$ cat src/hw/rtl/bsf_pkg.sv
// ----------------------------------------------------------------------------
// bsf_pkg
// shared types and constants of the border stability filter
// ----------------------------------------------------------------------------
package bsf_pkg;

    localparam int CFG_INDEX_WIDTH = 3;
    localparam int CFG_DATA_WIDTH  = 16;
    localparam int CFG_COUNT_WIDTH = 16;
    localparam int MARGIN_WIDTH    = 8;

    localparam logic [CFG_INDEX_WIDTH-1:0] REG_ENABLE           = 3'd0;
    localparam logic [CFG_INDEX_WIDTH-1:0] REG_UNKNOWN_SWITCH   = 3'd1;
    localparam logic [CFG_INDEX_WIDTH-1:0] REG_BORDER_SWITCH    = 3'd2;
    localparam logic [CFG_INDEX_WIDTH-1:0] REG_MAX_INCONSISTENT = 3'd3;
    localparam logic [CFG_INDEX_WIDTH-1:0] REG_BLUR_MARGIN      = 3'd4;

    localparam logic [CFG_COUNT_WIDTH-1:0] RST_UNKNOWN_SWITCH   = 16'd600;
    localparam logic [CFG_COUNT_WIDTH-1:0] RST_BORDER_SWITCH    = 16'd50;
    localparam logic [CFG_COUNT_WIDTH-1:0] RST_MAX_INCONSISTENT = 16'd10;
    localparam logic [MARGIN_WIDTH-1:0]    RST_BLUR_MARGIN      = 8'd1;

    typedef struct packed {
        logic                       enable;
        logic [CFG_COUNT_WIDTH-1:0] unknown_switch;
        logic [CFG_COUNT_WIDTH-1:0] border_switch;
        logic [CFG_COUNT_WIDTH-1:0] max_inconsistent;
        logic [MARGIN_WIDTH-1:0]    blur_margin;
    } t_cfg;

endpackage

$ cat src/hw/rtl/bsf_if.sv
// ----------------------------------------------------------------------------
// bsf_if
// channel interfaces: detection input, border result, register writes
// ----------------------------------------------------------------------------
interface bsf_det_if #(
    parameter int BORDER_WIDTH = 12
);
    logic                    valid;
    logic                    ready;
    logic                    det_unknown;
    logic [BORDER_WIDTH-1:0] det_horizontal;
    logic [BORDER_WIDTH-1:0] det_vertical;

    modport source (output valid, output det_unknown, output det_horizontal,
                    output det_vertical, input ready);
    modport sink   (input valid, input det_unknown, input det_horizontal,
                    input det_vertical, output ready);
endinterface

interface bsf_res_if #(
    parameter int BORDER_WIDTH = 12
);
    logic                    valid;
    logic                    ready;
    logic                    changed;
    logic                    out_unknown;
    logic [BORDER_WIDTH-1:0] out_horizontal;
    logic [BORDER_WIDTH-1:0] out_vertical;

    modport source (output valid, output changed, output out_unknown,
                    output out_horizontal, output out_vertical, input ready);
    modport sink   (input valid, input changed, input out_unknown,
                    input out_horizontal, input out_vertical, output ready);
endinterface

interface bsf_cfg_if;
    logic        valid;
    logic        ready;
    logic [2:0]  index;
    logic [15:0] data;

    modport source (output valid, output index, output data, input ready);
    modport sink   (input valid, input index, input data, output ready);
endinterface

$ cat src/hw/rtl/bsf_blur.sv
// ----------------------------------------------------------------------------
// bsf_blur
// adds the blur margin to a nonzero border size, saturating
// ----------------------------------------------------------------------------
module bsf_blur import bsf_pkg::*; #(
    parameter int BORDER_WIDTH = 12
) (
    input  logic [BORDER_WIDTH-1:0] i_size,
    input  logic [MARGIN_WIDTH-1:0] i_margin,
    output logic [BORDER_WIDTH-1:0] o_size
);

    logic [BORDER_WIDTH:0] w_sum;

    assign w_sum = {1'b0, i_size} + (BORDER_WIDTH+1)'(i_margin);

    always_comb begin
        if (i_size == '0) begin
            o_size = '0;
        end else if (w_sum[BORDER_WIDTH]) begin
            o_size = '1;
        end else begin
            o_size = w_sum[BORDER_WIDTH-1:0];
        end
    end

endmodule

$ cat src/hw/rtl/bsf_tracker.sv
// ----------------------------------------------------------------------------
// bsf_tracker
// candidate and current border state with consistency counters
// ----------------------------------------------------------------------------
module bsf_tracker import bsf_pkg::*; #(
    parameter int BORDER_WIDTH = 12,
    parameter int COUNT_WIDTH  = 16
) (
    input  logic                    i_clk,
    input  logic                    i_rst_n,
    input  t_cfg                    i_cfg,
    input  logic                    i_step,
    input  logic                    i_unknown,
    input  logic [BORDER_WIDTH-1:0] i_horizontal,
    input  logic [BORDER_WIDTH-1:0] i_vertical,
    output logic                    o_changed,
    output logic                    o_unknown,
    output logic [BORDER_WIDTH-1:0] o_horizontal,
    output logic [BORDER_WIDTH-1:0] o_vertical
);

    localparam int CMP_WIDTH = (COUNT_WIDTH > CFG_COUNT_WIDTH) ? COUNT_WIDTH : CFG_COUNT_WIDTH;

    logic                    r_cur_unknown,  n_cur_unknown;
    logic [BORDER_WIDTH-1:0] r_cur_h,        n_cur_h;
    logic [BORDER_WIDTH-1:0] r_cur_v,        n_cur_v;
    logic                    r_cand_unknown, n_cand_unknown;
    logic [BORDER_WIDTH-1:0] r_cand_h,       n_cand_h;
    logic [BORDER_WIDTH-1:0] r_cand_v,       n_cand_v;
    logic [COUNT_WIDTH-1:0]  r_cons,         n_cons;
    logic [COUNT_WIDTH-1:0]  r_incons,       n_incons;

    logic                    w_same_cand;
    logic                    w_same_cur;
    logic [COUNT_WIDTH-1:0]  w_cons_inc;
    logic [COUNT_WIDTH-1:0]  w_incons_inc;
    logic                    w_changed;

    assign w_same_cand = i_unknown ? r_cand_unknown
                       : (!r_cand_unknown && i_horizontal == r_cand_h && i_vertical == r_cand_v);
    assign w_same_cur  = r_cur_unknown ? i_unknown
                       : (!i_unknown && i_horizontal == r_cur_h && i_vertical == r_cur_v);
    assign w_cons_inc   = (r_cons == '1) ? r_cons : r_cons + 1'b1;
    assign w_incons_inc = (r_incons == '1) ? r_incons : r_incons + 1'b1;

    always_comb begin
        n_cur_unknown  = r_cur_unknown;
        n_cur_h        = r_cur_h;
        n_cur_v        = r_cur_v;
        n_cand_unknown = r_cand_unknown;
        n_cand_h       = r_cand_h;
        n_cand_v       = r_cand_v;
        n_cons         = r_cons;
        n_incons       = r_incons;
        w_changed      = 1'b0;
        if (!i_cfg.enable) begin
            n_cur_unknown = 1'b1;
            n_cur_h       = '0;
            n_cur_v       = '0;
            w_changed     = 1'b1;
        end else if (w_same_cand ||
                     CMP_WIDTH'(w_incons_inc) > CMP_WIDTH'(i_cfg.max_inconsistent)) begin
            if (w_same_cand) begin
                n_cons   = w_cons_inc;
                n_incons = '0;
            end else begin
                n_incons       = w_incons_inc;
                n_cand_unknown = i_unknown;
                n_cand_h       = i_horizontal;
                n_cand_v       = i_vertical;
                n_cons         = '0;
            end
            if (w_same_cur) begin
                n_incons = '0;
            end else begin
                if (i_unknown) begin
                    w_changed = CMP_WIDTH'(n_cons) == CMP_WIDTH'(i_cfg.unknown_switch);
                end else begin
                    w_changed = r_cur_unknown ||
                                CMP_WIDTH'(n_cons) == CMP_WIDTH'(i_cfg.border_switch);
                end
                if (w_changed) begin
                    n_cur_unknown = i_unknown;
                    n_cur_h       = i_horizontal;
                    n_cur_v       = i_vertical;
                end
            end
        end else begin
            n_incons = w_incons_inc;
        end
    end

    always_ff @(posedge i_clk) begin
        if (!i_rst_n) begin
            r_cur_unknown  <= 1'b1;
            r_cur_h        <= '0;
            r_cur_v        <= '0;
            r_cand_unknown <= 1'b1;
            r_cand_h       <= '0;
            r_cand_v       <= '0;
            r_cons         <= '0;
            r_incons       <= COUNT_WIDTH'(RST_MAX_INCONSISTENT);
        end else if (i_step) begin
            r_cur_unknown  <= n_cur_unknown;
            r_cur_h        <= n_cur_h;
            r_cur_v        <= n_cur_v;
            r_cand_unknown <= n_cand_unknown;
            r_cand_h       <= n_cand_h;
            r_cand_v       <= n_cand_v;
            r_cons         <= n_cons;
            r_incons       <= n_incons;
        end
    end

    assign o_changed    = w_changed;
    assign o_unknown    = n_cur_unknown;
    assign o_horizontal = n_cur_h;
    assign o_vertical   = n_cur_v;

endmodule

$ cat src/hw/rtl/border_stability_filter.sv
// ----------------------------------------------------------------------------
// border_stability_filter
// steadies per-frame black-border detections into a current border
// ----------------------------------------------------------------------------
// One detection is taken per cycle unless the result side stalls, and one result comes out per detection.
// The result is offered on the result channel after the detection passes
// both registers: the detection is held in an input register, blurred and
// compared against the candidate and current border as it moves on, and
// the outcome is held in a result register until it is taken. Input ready
// drops only while both registers are full and the result side stalls.
// Register writes are taken every cycle; they should be made while no
// detection is in flight. There is no clearing pass after reset.
module border_stability_filter import bsf_pkg::*; #(
    parameter int BORDER_WIDTH = 12,
    parameter int COUNT_WIDTH  = 16
) (
    input  logic      i_clk,
    input  logic      i_rst_n,
    bsf_det_if.sink   i_det,
    bsf_res_if.source o_res,
    bsf_cfg_if.sink   i_cfg
);

    t_cfg                    r_cfg;

    logic                    r_in_valid;
    logic                    r_in_unknown;
    logic [BORDER_WIDTH-1:0] r_in_h;
    logic [BORDER_WIDTH-1:0] r_in_v;

    logic                    r_out_valid;
    logic                    r_out_changed;
    logic                    r_out_unknown;
    logic [BORDER_WIDTH-1:0] r_out_h;
    logic [BORDER_WIDTH-1:0] r_out_v;

    logic                    w_advance;
    logic                    w_in_take;
    logic [BORDER_WIDTH-1:0] w_blur_h;
    logic [BORDER_WIDTH-1:0] w_blur_v;
    logic [BORDER_WIDTH-1:0] w_size_h;
    logic [BORDER_WIDTH-1:0] w_size_v;
    logic                    w_changed;
    logic                    w_unknown;
    logic [BORDER_WIDTH-1:0] w_cur_h;
    logic [BORDER_WIDTH-1:0] w_cur_v;

    // register writes
    assign i_cfg.ready = 1'b1;

    always_ff @(posedge i_clk) begin
        if (!i_rst_n) begin
            r_cfg.enable           <= 1'b1;
            r_cfg.unknown_switch   <= RST_UNKNOWN_SWITCH;
            r_cfg.border_switch    <= RST_BORDER_SWITCH;
            r_cfg.max_inconsistent <= RST_MAX_INCONSISTENT;
            r_cfg.blur_margin      <= RST_BLUR_MARGIN;
        end else if (i_cfg.valid) begin
            unique case (i_cfg.index)
                REG_ENABLE:           r_cfg.enable           <= i_cfg.data[0];
                REG_UNKNOWN_SWITCH:   r_cfg.unknown_switch   <= i_cfg.data;
                REG_BORDER_SWITCH:    r_cfg.border_switch    <= i_cfg.data;
                REG_MAX_INCONSISTENT: r_cfg.max_inconsistent <= i_cfg.data;
                REG_BLUR_MARGIN:      r_cfg.blur_margin      <= i_cfg.data[MARGIN_WIDTH-1:0];
                default: begin
                end
            endcase
        end
    end

    // handshake between input register and result register
    assign w_advance   = r_in_valid && (!r_out_valid || o_res.ready);
    assign i_det.ready = !r_in_valid || w_advance;
    assign w_in_take   = i_det.valid && i_det.ready;

    always_ff @(posedge i_clk) begin
        if (!i_rst_n) begin
            r_in_valid <= 1'b0;
        end else if (w_in_take) begin
            r_in_valid <= 1'b1;
        end else if (w_advance) begin
            r_in_valid <= 1'b0;
        end
    end

    always_ff @(posedge i_clk) begin
        if (w_in_take) begin
            r_in_unknown <= i_det.det_unknown;
            r_in_h       <= i_det.det_horizontal;
            r_in_v       <= i_det.det_vertical;
        end
    end

    bsf_blur #(
        .BORDER_WIDTH(BORDER_WIDTH)
    ) u_blur_h (
        .i_size   (r_in_h),
        .i_margin (r_cfg.blur_margin),
        .o_size   (w_blur_h)
    );

    bsf_blur #(
        .BORDER_WIDTH(BORDER_WIDTH)
    ) u_blur_v (
        .i_size   (r_in_v),
        .i_margin (r_cfg.blur_margin),
        .o_size   (w_blur_v)
    );

    // sizes of an unknown detection are dropped
    assign w_size_h = r_in_unknown ? '0 : w_blur_h;
    assign w_size_v = r_in_unknown ? '0 : w_blur_v;

    bsf_tracker #(
        .BORDER_WIDTH(BORDER_WIDTH),
        .COUNT_WIDTH (COUNT_WIDTH)
    ) u_tracker (
        .i_clk        (i_clk),
        .i_rst_n      (i_rst_n),
        .i_cfg        (r_cfg),
        .i_step       (w_advance),
        .i_unknown    (r_in_unknown),
        .i_horizontal (w_size_h),
        .i_vertical   (w_size_v),
        .o_changed    (w_changed),
        .o_unknown    (w_unknown),
        .o_horizontal (w_cur_h),
        .o_vertical   (w_cur_v)
    );

    always_ff @(posedge i_clk) begin
        if (!i_rst_n) begin
            r_out_valid <= 1'b0;
        end else if (w_advance) begin
            r_out_valid <= 1'b1;
        end else if (o_res.ready) begin
            r_out_valid <= 1'b0;
        end
    end

    always_ff @(posedge i_clk) begin
        if (w_advance) begin
            r_out_changed <= w_changed;
            r_out_unknown <= w_unknown;
            r_out_h       <= w_cur_h;
            r_out_v       <= w_cur_v;
        end
    end

    assign o_res.valid          = r_out_valid;
    assign o_res.changed        = r_out_changed;
    assign o_res.out_unknown    = r_out_unknown;
    assign o_res.out_horizontal = r_out_h;
    assign o_res.out_vertical   = r_out_v;

`ifndef SYNTHESIS
    a_no_overwrite: assert property (@(posedge i_clk) disable iff (!i_rst_n)
        r_out_valid && !o_res.ready |-> !w_advance)
        else $error("result register overwritten while stalled");

    a_advance_fills: assert property (@(posedge i_clk) disable iff (!i_rst_n)
        w_advance |=> r_out_valid)
        else $error("advanced item did not reach result register");

    a_full_stalls: assert property (@(posedge i_clk) disable iff (!i_rst_n)
        r_in_valid && !w_advance |-> !i_det.ready)
        else $error("input accepted while input register held");

    a_unknown_zero: assert property (@(posedge i_clk) disable iff (!i_rst_n)
        r_out_valid && r_out_unknown |-> r_out_h == '0 && r_out_v == '0)
        else $error("unknown border with nonzero sizes");
`endif

endmodule

$ cat src/flat_wrapper.sv
// flat-port wrapper written by rule: the top's interface ports become plain ports
module border_stability_filter_flat import bsf_pkg::*;
#(
    parameter int BORDER_WIDTH = 12,
    parameter int COUNT_WIDTH  = 16
)
  (i_clk, i_rst_n, i_det_valid, i_det_det_unknown, i_det_det_horizontal, i_det_det_vertical, i_det_ready, o_res_valid, o_res_changed, o_res_out_unknown, o_res_out_horizontal, o_res_out_vertical, o_res_ready, i_cfg_valid, i_cfg_index, i_cfg_data, i_cfg_ready);
  bsf_det_if #(.BORDER_WIDTH(BORDER_WIDTH)) i_det_i ();
  bsf_res_if #(.BORDER_WIDTH(BORDER_WIDTH)) o_res_i ();
  bsf_cfg_if i_cfg_i ();
  input  logic i_clk;
  input  logic i_rst_n;
  input wire logic [$bits(i_det_i.valid)-1:0] i_det_valid;
  input wire logic [$bits(i_det_i.det_unknown)-1:0] i_det_det_unknown;
  input wire logic [$bits(i_det_i.det_horizontal)-1:0] i_det_det_horizontal;
  input wire logic [$bits(i_det_i.det_vertical)-1:0] i_det_det_vertical;
  output wire logic [$bits(i_det_i.ready)-1:0] i_det_ready;
  output wire logic [$bits(o_res_i.valid)-1:0] o_res_valid;
  output wire logic [$bits(o_res_i.changed)-1:0] o_res_changed;
  output wire logic [$bits(o_res_i.out_unknown)-1:0] o_res_out_unknown;
  output wire logic [$bits(o_res_i.out_horizontal)-1:0] o_res_out_horizontal;
  output wire logic [$bits(o_res_i.out_vertical)-1:0] o_res_out_vertical;
  input wire logic [$bits(o_res_i.ready)-1:0] o_res_ready;
  input wire logic [$bits(i_cfg_i.valid)-1:0] i_cfg_valid;
  input wire logic [$bits(i_cfg_i.index)-1:0] i_cfg_index;
  input wire logic [$bits(i_cfg_i.data)-1:0] i_cfg_data;
  output wire logic [$bits(i_cfg_i.ready)-1:0] i_cfg_ready;
  assign i_det_i.valid = i_det_valid;
  assign i_det_i.det_unknown = i_det_det_unknown;
  assign i_det_i.det_horizontal = i_det_det_horizontal;
  assign i_det_i.det_vertical = i_det_det_vertical;
  assign i_det_ready = i_det_i.ready;
  assign o_res_valid = o_res_i.valid;
  assign o_res_changed = o_res_i.changed;
  assign o_res_out_unknown = o_res_i.out_unknown;
  assign o_res_out_horizontal = o_res_i.out_horizontal;
  assign o_res_out_vertical = o_res_i.out_vertical;
  assign o_res_i.ready = o_res_ready;
  assign i_cfg_i.valid = i_cfg_valid;
  assign i_cfg_i.index = i_cfg_index;
  assign i_cfg_i.data = i_cfg_data;
  assign i_cfg_ready = i_cfg_i.ready;
  border_stability_filter #(.BORDER_WIDTH(BORDER_WIDTH), .COUNT_WIDTH(COUNT_WIDTH)) u_core (.i_clk(i_clk), .i_rst_n(i_rst_n), .i_det(i_det_i), .o_res(o_res_i), .i_cfg(i_cfg_i));
endmodule
$ cat config.mk
export PLATFORM = sky130hd
export DESIGN_NAME = border_stability_filter_flat
export DESIGN_NICKNAME = d
export VERILOG_FILES = /design/src/hw/rtl/bsf_pkg.sv /design/src/hw/rtl/bsf_if.sv /design/src/hw/rtl/bsf_blur.sv /design/src/hw/rtl/bsf_tracker.sv /design/src/hw/rtl/border_stability_filter.sv /design/src/flat_wrapper.sv
export SDC_FILE = /design/constraint.sdc
export NUM_CORES = 1
export LEC_CHECK = 0
export ABC_CLOCK_PERIOD_IN_PS = 5400
export BUFFER_PORTS_ARGS = -buffer_cell sky130_fd_sc_hd__buf_2
export CORE_ASPECT_RATIO = 0.6
export CORE_MARGIN = 2
export CORE_UTILIZATION = 60
export DETAILED_ROUTE_END_ITERATION = 10
export PLACE_DENSITY = 0.79
export SYNTH_ARGS = -nofsm -noshare
export SYNTH_HDL_FRONTEND = slang
export SYNTH_SLANG_ARGS = --single-unit
$ cat constraint.sdc
create_clock -name i_clk -period 5.4 [get_ports i_clk]
set_input_delay 0 -clock i_clk [delete_from_list [all_inputs] [get_ports i_clk]]
set_output_delay 0 -clock i_clk [all_outputs]
set_load 0.01 [all_outputs]
# Word-level counts from Yosys, hierarchy flattened
# Index checks and enable logic that the tools add are counted.
op_classes:
  shifts: 0
  n_div: 0
  n_reduce_logical: 27
  bitwise: 1
  n_lt_le_gt_ge: 1
  addsub: 4
  n_mux: 38
  eq_ne: 12
  n_mul: 0
ops:
  columns: ["cell", "n"]
  rows:
  - ["$mux W12", 14]
  - ["$mux W16", 8]
  - ["$eq A12 B12 Y1", 4]
  - ["$add A16 B1 Y16 const B", 2]
  - ["$eq A16 B16 Y1", 2]
  - ["$eq A16 B16 Y1 const B", 2]
  - ["$add A12 B8 Y13", 2]
  - ["$logic_not A12 Y1", 2]
  - ["$gt A16 B16 Y1", 1]
  - ["$mux W1", 16]
  - ["$reduce_and A2 Y1", 6]
  - ["$eq A3 B2 Y1 const B", 2]
  - ["$logic_and A1 B1 Y1", 6]
  - ["$logic_not A1 Y1", 4]
  - ["$logic_or A1 B1 Y1", 4]
  - ["$reduce_and A4 Y1", 1]
  - ["$reduce_bool A2 Y1", 2]
  - ["$eq A3 B1 Y1 const B", 1]
  - ["$eq A3 B3 Y1 const B", 1]
  - ["$logic_not A3 Y1", 1]
  - ["$reduce_and A3 Y1", 1]
  - ["$not A1 Y1", 1]
word_totals:
  out_inout_bits: 29
  input_bits: 49
  romBits: 0
  latch_bits: 0
  wordCells: 105
  register_bits: 192
  ram_bits: 0
  mem_count: 0

# Logic depth before layout (Yosys ltp)
depth:
  ltp_word: 21
  ltp_mapped: 26

# Modules after synthesis
# Synthesis repeated with hierarchy kept, for this count alone.
unflattened:
  hier_cells: 1308
  area_unflattened_um2: 11922.7
modules_own_cells:
  columns: ["module", "area_each_um2", "n_inst", "seq_area_each_um2", "cells_per_inst"]
  rows:
  - ["bsf_tracker", 6712.7, 1, 1641.6, 862]
  - ["border_stability_filter", 4013.8, 1, 2712.6, 304]
  - ["bsf_blur", 598.1, 2, 0.0, 71]

# Least setup slack after synthesis
# No wires, ideal clock.
synth_timing:
  kind: "register to register"
  startpoint: "register u_core.r_in_v[0]"
  endpoint: "register u_core.r_out_h[0] (netlist: u_core.o_res.out_horizontal[0]), data pin"
  path_stages_with_launch: 17
  path_buffers: 1
  path_slack_ns: 0.704
  setup_ns: 0.270
  arrival_time_ns: 4.426
  cell_sequence: "edfxtp_1 -> ha_1 -> fa_1 -> a211oi_2 -> o211ai_2 -> and4_1 -> nor3_1 -> xnor2_1 -> nand4_1 -> nor4_2 -> a31oi_1 -> or3_1 -> a2111o_1 -> o31a_4 -> clkbuf_1 -> o21ai_0 -> a21oi_1"
synth_between:
  elab_chain_len: 20
synth_rtl:
  columns: ["item", "line_no", "rtl"]
  rows:
  - ["from (decl)", "border_stability_filter.sv:29", "logic [BORDER_WIDTH-1:0] r_in_v;"]
  - ["from (signal assigned)", "border_stability_filter.sv:90", "r_in_v <= i_det.det_vertical;"]
  - ["$add A12 B8 Y13", "bsf_blur.sv:15", "assign w_sum = {1'b0, i_size} + (BORDER_WIDTH+1)'(i_margin);"]
  - ["$mux W12", "bsf_blur.sv:20", "end else if (w_sum[BORDER_WIDTH]) begin"]
  - ["$mux W12 *", "bsf_blur.sv:18", "if (i_size == '0) begin"]
  - ["$mux W12 *", "border_stability_filter.sv:112", "assign w_size_v = r_in_unknown ? '0 : w_blur_v;"]
  - ["$eq A12 B12 Y1", "bsf_tracker.sv:40", ": (!r_cand_unknown && i_horizontal == r_cand_h && i_vertical == r_cand_v);"]
  - ["$logic_and A1 B1 Y1", "bsf_tracker.sv:40", null]
  - ["$mux W1", "bsf_tracker.sv:39", "assign w_same_cand = i_unknown ? r_cand_unknown"]
  - ["$mux W16", "bsf_tracker.sv:63", "if (w_same_cand) begin"]
  - ["[... 5 more ...]", null, null]
  - ["$mux W1", "bsf_tracker.sv:73", "if (w_same_cur) begin"]
  - ["$mux W1", "bsf_tracker.sv:61", "end else if (w_same_cand ||"]
  - ["$mux W1", "bsf_tracker.sv:56", "if (!i_cfg.enable) begin"]
  - ["$mux W12", "bsf_tracker.sv:82", "if (w_changed) begin"]
  - ["$mux W12", "bsf_tracker.sv:73", null]
  - ["$mux W12 *", "bsf_tracker.sv:61", null]
  - ["$mux W12 *", "bsf_tracker.sv:56", null]
  - ["via u_core.u_tracker.o_horizontal[0]", "bsf_tracker.sv:18", "output logic [BORDER_WIDTH-1:0] o_horizontal,"]
  - ["to (signal assigned)", "border_stability_filter.sv:145", "r_out_h <= w_cur_h;"]
  - ["to (decl)", "border_stability_filter.sv:34", "logic [BORDER_WIDTH-1:0] r_out_h;"]
# The timed path passes the listed nets; every way through them passes the cells marked *. The select of a mux whose other input is x is not followed.
# A chain may end at the register's enable or synchronous reset.

# Worst setup path after layout
layout_timing:
  startpoint: "register u_core.r_in_h[5]"
  endpoint: "register u_core.u_tracker.r_cur_h[1]"
layout_between:
  elab_chain_len: 21
layout_rtl:
  columns: ["item", "line_no", "rtl"]
  rows:
  - ["from (decl)", "border_stability_filter.sv:28", "logic [BORDER_WIDTH-1:0] r_in_h;"]
  - ["from (signal assigned)", "border_stability_filter.sv:89", "r_in_h <= i_det.det_horizontal;"]
  - ["$add A12 B8 Y13", "bsf_blur.sv:15", null]
  - ["$mux W12", "bsf_blur.sv:20", null]
  - ["$mux W12 *", "bsf_blur.sv:18", null]
  - ["$mux W12 *", "border_stability_filter.sv:111", "assign w_size_h = r_in_unknown ? '0 : w_blur_h;"]
  - ["$eq A12 B12 Y1", "bsf_tracker.sv:40", null]
  - ["$logic_and A1 B1 Y1 (2 in series)", "bsf_tracker.sv:40", null]
  - ["$mux W1", "bsf_tracker.sv:39", null]
  - ["$mux W16", "bsf_tracker.sv:63", null]
  - ["[... 4 more ...]", null, null]
  - ["$mux W1", "bsf_tracker.sv:76", "if (i_unknown) begin"]
  - ["$mux W1", "bsf_tracker.sv:73", null]
  - ["$mux W1", "bsf_tracker.sv:61", null]
  - ["$mux W1", "bsf_tracker.sv:56", null]
  - ["$mux W12", "bsf_tracker.sv:82", null]
  - ["$mux W12", "bsf_tracker.sv:73", null]
  - ["$mux W12 *", "bsf_tracker.sv:61", null]
  - ["$mux W12 *", "bsf_tracker.sv:56", null]
  - ["to (signal assigned)", "bsf_tracker.sv:105", "r_cur_h <= n_cur_h;"]
  - ["to (decl)", "bsf_tracker.sv:25", "logic [BORDER_WIDTH-1:0] r_cur_h, n_cur_h;"]
# Mark *: on every way between the ends. The rest lies on a longest branch, timed or not. The select of a mux whose other input is x is not followed.

==> results_tabular.tex <==
\begin{tabular}{lr}
\hline
Metric & Value \\
\hline
\multicolumn{2}{l}{\textbf{CTS}} \\
\quad Source-to-sink clock delay at the later pin of the worst-skew pair & between 400 and 500 ps \\
\quad Post-CTS setup buffer count & 0 \\
\quad Number of buffers created by CTS & 17 \\
\quad Count of H-tree levels built during CTS & 4 \\
\quad Clock Tree Root & clkbuf\_16 \\
\quad Total clock sinks & 192 \\
\quad Register clock-pin slew on the reported worst setup and hold paths & 80 ps \\
\quad CTS tree & done \\
\quad Worst-case clock buffer depth & 2 \\
\multicolumn{2}{l}{\textbf{Worst hold path}} \\
\quad HP Start & i\_cfg\_index[1] \\
\quad HP Class & in2reg \\
\quad Worst hold path cell count & 4 \\
\multicolumn{2}{l}{\textbf{Pwr}} \\
\quad Maximum vdd drop & roughly 260 µV \\
\quad Power density over the cells & 259 nW/µm² \\
\quad Leakage power & between 0.005 and 0.006 µW \\
\multicolumn{2}{l}{\textbf{Global routing}} \\
\quad Antenna violations before repair & 0 \\
\quad First-pass GRT wire length & 58.4 mm \\
\quad Overflow left after global routing & 0 \\
\quad Total Routing Usage GR & between 30\% and 40\% \\
\quad Vias in the first global route & 10800 \\
\quad Largest net degree at the start of global routing & 84 \\
\multicolumn{2}{l}{\textbf{Synthesis}} \\
\quad Count of warnings emitted by yosys & 0 \\
\quad Flip-flop and latch count after synthesis & roughly 190 \\
\quad Mapped Nets & around 1500 \\
\quad Async set or reset register ratio after synthesis & 0\% \\
\quad Number of library cell types mapped by synthesis & 85 \\
\quad Synthesized area per cell & 8.09 µm² \\
\quad Seq/Total Area, Yosys & between 30\% and 40\% \\
\quad Primary FF master, synth & dfxtp\_1 \\
\quad Number of flops mapped to enable cells by yosys & 51 \\
\quad Cell area after synthesis & 11600 µm² \\
\quad Gate count of the mapped netlist & 1439 \\
\multicolumn{2}{l}{\textbf{Critical path}} \\
\quad Start of the worst register-to-register path & u\_core.r\_in\_h[5] \\
\quad Highest fanout seen on the critical path & 48 \\
\quad Data arrival time of the critical path & approximately 5600 ps \\
\quad Req. time, crit path & 5740 ps \\
\quad Type of origin of the critical path & flip-flop \\
\quad Class of the most critical setup path & reg2reg \\
\quad Setup crit start & u\_core.r\_in\_h[5] \\
\quad Worst r2r path cells & 15 \\
\quad Endpoint type of the worst setup path & flip-flop \\
\multicolumn{2}{l}{\textbf{STA}} \\
\quad Setup repair after global routing missed its margin & no \\
\quad Final-layout setup total negative slack & 0 ps \\
\quad Max Clock Freq & roughly 190 MHz \\
\quad Final hold vios & 0 \\
\quad Final-report max-slew violation count & 0 \\
\quad Minimum clock period after layout & 5290 ps \\
\quad Clock Skew & about 15 ps \\
\quad Final number of setup-violating endpoints & 0 \\
\quad Worst rel slew slack & a little over a quarter \\
\quad Actual slew at the worst max-slew pin & between 1000 and 1500 ps \\
\quad Slack of the critical path & 113 ps \\
\quad Worst slack on hold paths & a little under 70 ps \\
\quad Ratio of final minimum period to clock period & a little over nine tenths \\
\multicolumn{2}{l}{\textbf{Final layout}} \\
\quad Net total in the final layout & $\sim$1600 \\
\quad Area grow syn2layout & 14.3\% \\
\quad Fraction of final layout cells with drive strength greater than 1 & a little under an eighth \\
\quad Number of standard cells in the layout, taps in and fillers out & roughly 1800 \\
\quad Antenna cell count & 0 \\
\multicolumn{2}{l}{\textbf{Place}} \\
\quad Number of buffers inserted by port buffering & 76 \\
\quad Worst slack, placed & around 260 ps \\
\quad Placed cells & around 1700 \\
\quad Gp weighted congestion & between 1 and 1.5 \\
\quad Detail Placement HPWL & about 26 mm \\
\multicolumn{2}{l}{\textbf{Die}} \\
\quad Total core area & between 15000 and 20000 µm² \\
\quad I/O Pins & 78 \\
\quad Die Ht & roughly 110 µm \\
\quad X dimension of the die & between 150 and 200 µm \\
\quad Area of the die & $\sim$20000 µm² \\
\quad Initial core utilization & between 60\% and 70\% \\
\quad Core Rows & 39 \\
\multicolumn{2}{l}{\textbf{Route}} \\
\quad Total number of vias & 12200 \\
\quad Vias per inst & slightly below 7 \\
\quad Number of detailed-route iterations in the first pass & 10 \\
\quad Final wirelength & 37.2 mm \\
\quad Post-route ant nets & 0 \\
\quad Number of DRC markers after the initial detailed-route iteration & $\sim$1900 \\
\quad Detail-routed net length per standard cell & $\sim$21 µm \\
\quad Count of unresolved DRC violations after routing & 1 \\
\multicolumn{2}{l}{\textbf{Status}} \\
\quad Violated checks & design-rule violations \\
\quad Outcome & complete, but fails checks \\
\multicolumn{2}{l}{\textbf{Flow run}} \\
\quad Max\_cap viols & 0 \\
\hline
\end{tabular}
-- cell usage in the layout (no fill, tap or decap), types with 8 or more instances in the layout --
cell	synthesis	layout
and2_1	11	11
nor4_1	26	26
clkbuf_16	0	17
nand4_1	21	21
a31oi_1	16	16
and3_1	32	32
o21ai_0	69	69
buf_2	10	76
xor2_1	11	11
a21oi_1	167	166
a21o_1	10	10
a2111oi_0	8	8
a311o_1	23	23
xnor2_1	28	28
nor2_1	147	146
o211ai_1	9	9
edfxtp_1	51	51
nand3_1	81	79
o22ai_1	11	11
dfxtp_1	141	141
a22oi_1	19	19
or3_1	10	10
o21a_1	16	16
dlygate4sd3_1	0	44
mux2i_1	26	26
inv_1	41	40
ha_1	34	34
nand2_1	167	166
nor3_1	36	35
buf_4	7	33
-- synthesized netlist by cell type (11+ instances only) --
library cell    n  area (µm²)
o21ai_0        69         345
ha_1           34         425
a21oi_1       167         836
dfxtp_1       141        2820
nand3_1        81         405
nand2_1       167         627
and3_1         32         200
nor4_1         26         163
nor2_1        147         552
clkbuf_1       57         214
xor2_1         11        96.3
xnor2_1        28         245
nor3_1         36         180
a311o_1        23         230
and2_1         11        68.8
nand4_1        21         131
o22ai_1        11        68.8
edfxtp_1       51        1530
a22oi_1        19         143
a31oi_1        16         100
o21a_1         16         120
inv_1          41         154
mux2i_1        26         260
-- cells by family (layout without fill, tap and decap cells) --
family / count (synthesis) / after routing / share of synthesized area, %
compound gates: 441 / 441 / 25.0
other cells: 1 / 1 / 0.0322
simple gates: 572 / 572 / 23.3
xor+xnor: 39 / 39 / 2.93
buf+inv: 127 / 228 / 4.71
flops: 192 / 192 / 37.4
mux: 31 / 31 / 2.72
fa+ha+maj: 36 / 36 / 4.00
-- registers in the layout, summed over array words and instances, names as in the netlist, 12 cells and up --
name,flops
u_core.u_tracker.r_cons,16
u_core.u_tracker.r_cand_v,12
u_core.u_tracker.r_cur_h,12
u_core.o_res.out_horizontal,12
u_core.u_tracker.r_cur_v,12
u_core.r_in_h,12
u_core.r_in_v,12
u_core.r_cfg,57
u_core.o_res.out_vertical,12
u_core.u_tracker.r_incons,16
u_core.u_tracker.r_cand_h,12
-- metrics by stage --
| step | util (%) | instance area (µm²) | power (µW) |
|---|---|---|---|
| after CTS | 69.7 | 13300 | 3430 |
| after global placement | 64.4 | 12200 | 2150 |
| after detailed placement | 64.4 | 12200 | 2160 |
| final | 70.0 | 13300 | 3450 |
| after global routing | 70.0 | 13300 | 3560 |
| after floorplan | - | 11600 | 1970 |
-- layer usage --
metal	up-vias	global-route usage, %	wire (µm)
met5	-	0	0
met4	0	8.59	661
met3	70	10.5	5390
met2	856	49.5	14900
met1	5721	54.4	16300
li1	5530	-	-
-- cell type report --
cell class | count | area (µm²)
multi-input combinational | 1120 | 6810
tap | 246 | 308
fill | 1537 | 5720
clock buffer | 18 | 429
sequential | 192 | 4350
inverter | 41 | 155
timing repair buffer | 155 | 1110
clock inverter | 14 | 145
-- path summary, 6_finish.rpt --
kind | to | slack (ps)
hold reg to reg | u_core.r_cfg[22] | 460
hold / removal | u_core.r_cfg[56] | 70
setup / recovery | u_core.u_tracker.r_cur_h[1] | 110
setup reg to reg | u_core.u_tracker.r_cur_h[1] | 110
-- where the power goes --
group / switching (µW) / total [µW] / leakage (µW) / internal, µW
clock network: 650 / 1270 / 0.000283 / 618
registers: 57.7 / 1590 / 0.00164 / 1530
logic: 378 / 595 / 0.00308 / 217
-- worst max-delay path, cell delays in order (launching register included) --
cell and delay (ps):
edfxtp_1 460, ha_1 510, nand3_1 190, nor2_1 330, o21bai_1 190, a21oi_1 390, nor2_1 170, a2111oi_1 570
and3_1 380, a31oi_1 140, or3_1 380, a2111o_1 490, o31ai_4 250, buf_12 270, a2111oi_0 140, a311o_1 310
-- what timing repair did --
action                                 CTS  global route
gates resized for setup                  0            10
endpoints found under the hold margin   84             0
setup endpoints to repair                0            65
hold buffers                            44             0
(Power assumes the default switching activity.)
